<file path="src/rtl/spq_pkg.sv">
// Shared types and codes for the sorted priority queue.
package spq_pkg;

  localparam int SPQ_CAPACITY = 16;

  localparam logic CMD_ENQ = 1'b0;
  localparam logic CMD_DEQ = 1'b1;

  localparam logic [1:0] ST_OK    = 2'd0;
  localparam logic [1:0] ST_EMPTY = 2'd1;
  localparam logic [1:0] ST_FULL  = 2'd2;

  typedef struct packed {
    logic               cmd;
    logic signed [31:0] item_data;
    logic signed [15:0] item_priority;
  } spq_in_t;

  typedef struct packed {
    logic [1:0]         status;
    logic signed [31:0] out_data;
    logic signed [15:0] out_priority;
    logic [4:0]         occupancy;
  } spq_out_t;

  typedef struct packed {
    logic signed [31:0] data;
    logic signed [15:0] prio;
  } spq_entry_t;

  typedef struct packed {
    logic       enq;
    logic       deq;
    spq_entry_t entry;
  } spq_ctl_t;

endpackage

</file>
<file path="src/rtl/sorted_priority_queue.sv">
// Top level of the sorted priority queue: cell chain, fill count and result register.
// The queue takes one command per cycle (busy stays low) and answers every
// transaction with exactly one result, shown for one cycle with out_valid
// high, in the cycle after start. All slots compare against the new priority in
// parallel and shift together, so an enqueue or a dequeue updates every slot
// at once. The receiver cannot stall; it must take each result when
// out_valid is high. An enqueue to a full queue is dropped with status full,
// a dequeue on an empty queue returns status empty.
module sorted_priority_queue
  import spq_pkg::*;
#(
  parameter int CAPACITY = SPQ_CAPACITY
) (
  input  logic     clk,
  input  logic     rst_n,
  input  logic     start,
  output logic     busy,
  input  spq_in_t  in_item,
  output logic     out_valid,
  output spq_out_t out_result
);

  localparam int CW = $clog2(CAPACITY + 1);

  logic [CW-1:0] cnt_r;
  logic [CW-1:0] cnt_nxt;
  logic          out_valid_r;
  spq_out_t      result_r;
  spq_out_t      result_nxt;

  logic          accept;
  logic          full;
  logic          empty;
  spq_ctl_t      ctl;
  logic [CW+4:0] cnt_ext;

  logic       ins   [CAPACITY];
  logic       valid [CAPACITY];
  spq_entry_t entry [CAPACITY];

  assign busy   = 1'b0;
  assign accept = start && !busy;
  assign full   = (cnt_r == CW'(CAPACITY));
  assign empty  = (cnt_r == '0);

  // Decode the command into shift controls for the chain
  always_comb begin
    ctl.enq        = accept && (in_item.cmd == CMD_ENQ) && !full;
    ctl.deq        = accept && (in_item.cmd == CMD_DEQ) && !empty;
    ctl.entry.data = in_item.item_data;
    ctl.entry.prio = in_item.item_priority;
  end

  // Build the chain of slots
  for (genvar i = 0; i < CAPACITY; i++) begin : g_cell
    spq_entry_t prev_entry;
    spq_entry_t next_entry;
    logic       prev_ins;

    assign valid[i] = (CW'(i) < cnt_r);

    if (i == 0) begin : g_head
      assign prev_ins   = 1'b0;
      assign prev_entry = ctl.entry;
    end else begin : g_body
      assign prev_ins   = ins[i-1];
      assign prev_entry = entry[i-1];
    end

    if (i == CAPACITY - 1) begin : g_tail
      assign next_entry = entry[i];
    end else begin : g_mid
      assign next_entry = entry[i+1];
    end

    spq_cell u_cell (
      .clk          (clk),
      .ctl_i        (ctl),
      .valid_i      (valid[i]),
      .prev_ins_i   (prev_ins),
      .prev_entry_i (prev_entry),
      .next_entry_i (next_entry),
      .ins_o        (ins[i]),
      .entry_o      (entry[i])
    );
  end

  // Advance the fill count
  always_comb begin
    cnt_nxt = cnt_r;
    if (ctl.enq) begin
      cnt_nxt = cnt_r + CW'(1);
    end else if (ctl.deq) begin
      cnt_nxt = cnt_r - CW'(1);
    end
  end

  assign cnt_ext = {5'd0, cnt_nxt};

  // Form the result of this transaction
  always_comb begin
    result_nxt.status       = ST_OK;
    result_nxt.out_data     = '0;
    result_nxt.out_priority = '0;
    result_nxt.occupancy    = cnt_ext[4:0];
    if (in_item.cmd == CMD_ENQ) begin
      if (full) begin
        result_nxt.status = ST_FULL;
      end
    end else if (empty) begin
      result_nxt.status = ST_EMPTY;
    end else begin
      result_nxt.out_data     = entry[0].data;
      result_nxt.out_priority = entry[0].prio;
    end
  end

  always_ff @(posedge clk) begin
    if (!rst_n) begin
      cnt_r       <= '0;
      out_valid_r <= 1'b0;
    end else begin
      cnt_r       <= cnt_nxt;
      out_valid_r <= accept;
    end
  end

  // Hold the result for its one-cycle strobe
  always_ff @(posedge clk) begin
    if (accept) begin
      result_r <= result_nxt;
    end
  end

  assign out_valid  = out_valid_r;
  assign out_result = result_r;

endmodule

</file>
<file path="src/rtl/spq_cell.sv">
// One slot of the queue: holds an entry and shifts with its neighbors.
module spq_cell
  import spq_pkg::*;
(
  input  logic       clk,
  input  spq_ctl_t   ctl_i,
  input  logic       valid_i,
  input  logic       prev_ins_i,
  input  spq_entry_t prev_entry_i,
  input  spq_entry_t next_entry_i,
  output logic       ins_o,
  output spq_entry_t entry_o
);

  spq_entry_t entry_r;
  spq_entry_t entry_nxt;

  // Flag slots that must move back: empty or holding a larger priority
  assign ins_o = !valid_i || (entry_r.prio > ctl_i.entry.prio);

  // Take the new entry at the insert point, shift behind it, shift forward on dequeue
  always_comb begin
    entry_nxt = entry_r;
    if (ctl_i.enq && ins_o) begin
      entry_nxt = prev_ins_i ? prev_entry_i : ctl_i.entry;
    end else if (ctl_i.deq) begin
      entry_nxt = next_entry_i;
    end
  end

  always_ff @(posedge clk) begin
    entry_r <= entry_nxt;
  end

  assign entry_o = entry_r;

endmodule

</file>
<file path="config.mk">
export PLATFORM = sky130hd
export DESIGN_NAME = sorted_priority_queue
export DESIGN_NICKNAME = d
export VERILOG_FILES = /design/src/rtl/spq_pkg.sv /design/src/rtl/sorted_priority_queue.sv /design/src/rtl/spq_cell.sv
export SDC_FILE = /design/constraint.sdc
export NUM_CORES = 2
export LEC_CHECK = 0
export ABC_AREA = 0
export CAP_MARGIN = 10
export CELL_PAD_IN_SITES_DETAIL_PLACEMENT = 0
export CELL_PAD_IN_SITES_GLOBAL_PLACEMENT = 1
export CORE_ASPECT_RATIO = 1.5
export CORE_MARGIN = 2
export CORE_UTILIZATION = 25
export CTS_CLUSTER_SIZE = 30
export DETAILED_ROUTE_END_ITERATION = 6
export DONT_BUFFER_PORTS = 1
export GPL_TIMING_DRIVEN = 0
export PLACE_DENSITY_LB_ADDON = 0.1
export SETUP_SLACK_MARGIN = 0.1
export SYNTH_ARGS = -nofsm -noshare
export SYNTH_HDL_FRONTEND = slang
export SYNTH_HIERARCHICAL = 1
export SYNTH_SLANG_ARGS = --single-unit
</file>
<file path="constraint.sdc">
create_clock -name clk -period 6.05 [get_ports clk]
set_clock_uncertainty 0.05 [all_clocks]
set_input_delay 0.605 -clock clk [delete_from_list [all_inputs] [get_ports clk]]
set_output_delay 0.605 -clock clk [all_outputs]
set_load 0.02 [all_outputs]
</file>
==> results.md <==
| Quantity | This run |
| --- | --- |
| Classification of the worst setup path | register to register |
| Count of fill cells added during filler insertion | 22175 |
| Final routed wirelength across all metal layers | 173 mm |
| Category of the worst setup path capture point | register |
| Achievable frequency | 192 MHz |
| Via count of the first global-routing pass | 37372 |
| Die area | 219000 sq um |
| Routed via count divided by cell count | 4.60 |
| DRC violation total after the first TritonRoute iteration | 1594 |
| Post-placement cell count | 7141 |
| Final total negative setup slack | 0 ns |
| Clock Latency Late Sink | 0.72 ns |
| Number of antenna-violating nets in the routed design | 0 |
| Number of warnings printed during yosys synthesis | 6 |
| Final cycle utilization of the critical path | 86.2% |
| Synthesis-to-finish area growth | 13.0% |
| Buffer depth of the longest clock path | 3 |
| Cts bufs inserted | 101 |
| Wire length of the first global-routing pass | 254 mm |
| Required time of the worst setup path | 6.55 ns |
| Minimum clock period | 5.22 ns |
| Result of the run | finished, final reports clean |
| Initial Utilization | 25.1% |
| Classification of the worst-slack hold path | input port to register |
| CTS tree | yes |
| Die extent in x | 383 microns |
| IR drop worst, VDD | 0.230 mV |
| Level count of the clock H-tree | 3 |
| Pin count of the biggest net entering global routing | 57 |
| Drt pass-1 iters | 7 |
| Synthesized area per cell | 12.6 sq um |
| Power per Cell Area | 505 nW/um^2 |
| Routability-driven placement congestion ratio | 0.801 |
| Post-route insts no fill | 7330 |
| Max Cap Violations | 0 |
| Sequential cell area in the final layout | 24800 sq um |
| Multi-input gate area in the final layout | 25900 sq um |
| Worst-case hold slack | 0.171 ns |
| Overall routing resource usage | 15.6% |
| Final-report max-slew violation count | 0 |
| Routed WL per cell | 23.6 microns |
| PortBufs | 0 |
| Final Net Count | 4723 |
| Number of hold-slack violations in the final timing report | 0 |
| Worst relative slew slack | 27.7% |
| Number of sinks driven by the clock tree | 829 |
| Clock-pin slew on the worst setup and hold paths | 0.06 ns |
| Number of placement rows | 208 |
| Vias | 33724 |
| Final setup violation count | 0 |
| Number of antenna violations at the first check in global routing | 3 |
| Io pins | 109 |
| DP Wirelength | 143 mm |
| Syn Std Cell Area | 53900 sq um |
| CP Data Arrival Time | 5.72 ns |
| Post-route DRC violation count | 0 |
| Final total power | 30.8 mW |
| Layout cell share with drive strength beyond 1 | 29.9% |
| Gates resized, CTS repair | 0 |
| Standard cell core area | 214000 sq um |
| Worst-margin pin slew | 1.08 ns |
| Root Driver | clkbuf_16 |
| Utilization after layout | 28.4% |
| Leftover overflow at the end of global routing | 0 |
| Leak pwr | 23.6 nW |
| Y dimension of the die | 572 microns |
| Maximum fanout along the worst path | 37 |
| Startpoint Class | register |
| RSZ-0062 raised after global routing | no |
| Post-Synthesis Cells | 4290 |
-- final timing paths --
path | from | to | slack [ns] | cells past startpoint
hold reg to reg | g_cell[0].u_cell/entry_o[26]$_DFFE_PP_ | out_result[31]$_SDFFCE_PP0P_ | 0.49 | 1
setup reg to reg | cnt_r[1]$_SDFF_PN0_ | g_cell[6].u_cell/entry_o[37]$_DFFE_PP_ | 0.83 | 12
setup / recovery | cnt_r[1]$_SDFF_PN0_ | g_cell[6].u_cell/entry_o[37]$_DFFE_PP_ | 0.83 | 12
hold / removal | in_item[47] | g_cell[8].u_cell/entry_o[47]$_DFFE_PP_ | 0.17 | 2
-- layout make-up --
class                           instances  area share, %
Sequential cell                       829           40.8
Antenna cell                            3         0.0123
Clock buffer                          134           4.42
Tap cell                             2835           5.83
Buffer                                328           3.45
Timing Repair Buffer                   17          0.555
Multi-Input combinational cell       2853           42.5
Inverter                              281           1.73
Clock inverter                         50          0.666
-- through the flow --
stage,setup WS [ns],cell area (sq um)
6_report,0.834,60900
5_1_grt,0.705,60900
4_1_cts,0.686,60900
3_5_place_dp,0.600,57700
3_3_place_gp,-1.39,57400
2_1_floorplan,1.65,53900
-- layout by cell type, fill, tap and decap left out, drive strengths merged, types with 16 or more instances in the layout --
cell type  count
edfxtp       823
mux2         810
a211oi       298
clkbuf       296
mux2i        291
a31oi        288
inv          282
ha           260
nand2        228
o21ai        190
buf          182
a21oi         74
and2          70
nand4         52
clkinv        43
a221oi        28
a21o          25
nand3         23
nor2b         20
or3b          20
nor2          18
and4          16
-- critical path, cell delays in order (launching register included) --
cell	delay [ns]
dfxtp_1	0.34
clkbuf_1	0.52
inv_1	0.40
ha_1	0.35
nand4bb_1	0.18
and2_2	0.22
buf_12	0.22
clkbuf_1	0.56
nor2b_1	0.59
clkbuf_1	0.70
buf_1	0.58
a211oi_2	0.10
a31oi_1	0.17
-- routing by layer --
| layer | track usage, % | wire length, microns | up-vias |
|---|---|---|---|
| li1 | - | - | 16826 |
| met1 | 16.5 | 66600 | 16268 |
| met2 | 32.0 | 98100 | 482 |
| met3 | 1.73 | 4460 | 148 |
| met4 | 4.01 | 3990 | 0 |
| met5 | 0 | 0 | - |
-- repair_timing --
item	in CTS	in global routing
endpoints found under the hold margin	61	0
hold buffers	2	0
buffers inserted	0	0
-- state kept, by name (all words and copies together) (netlist names) --
name                   cells
g_cell.u_cell/entry_o    768
out_result                55
cnt_r                      5
out_valid                  1
-- power breakdown --
part           switching, mW  internal (mW)
clock network           2.59           3.36
logic                   6.64           6.22
registers               1.79           10.2
No activity file was read; power rests on OpenSTA's default activity.
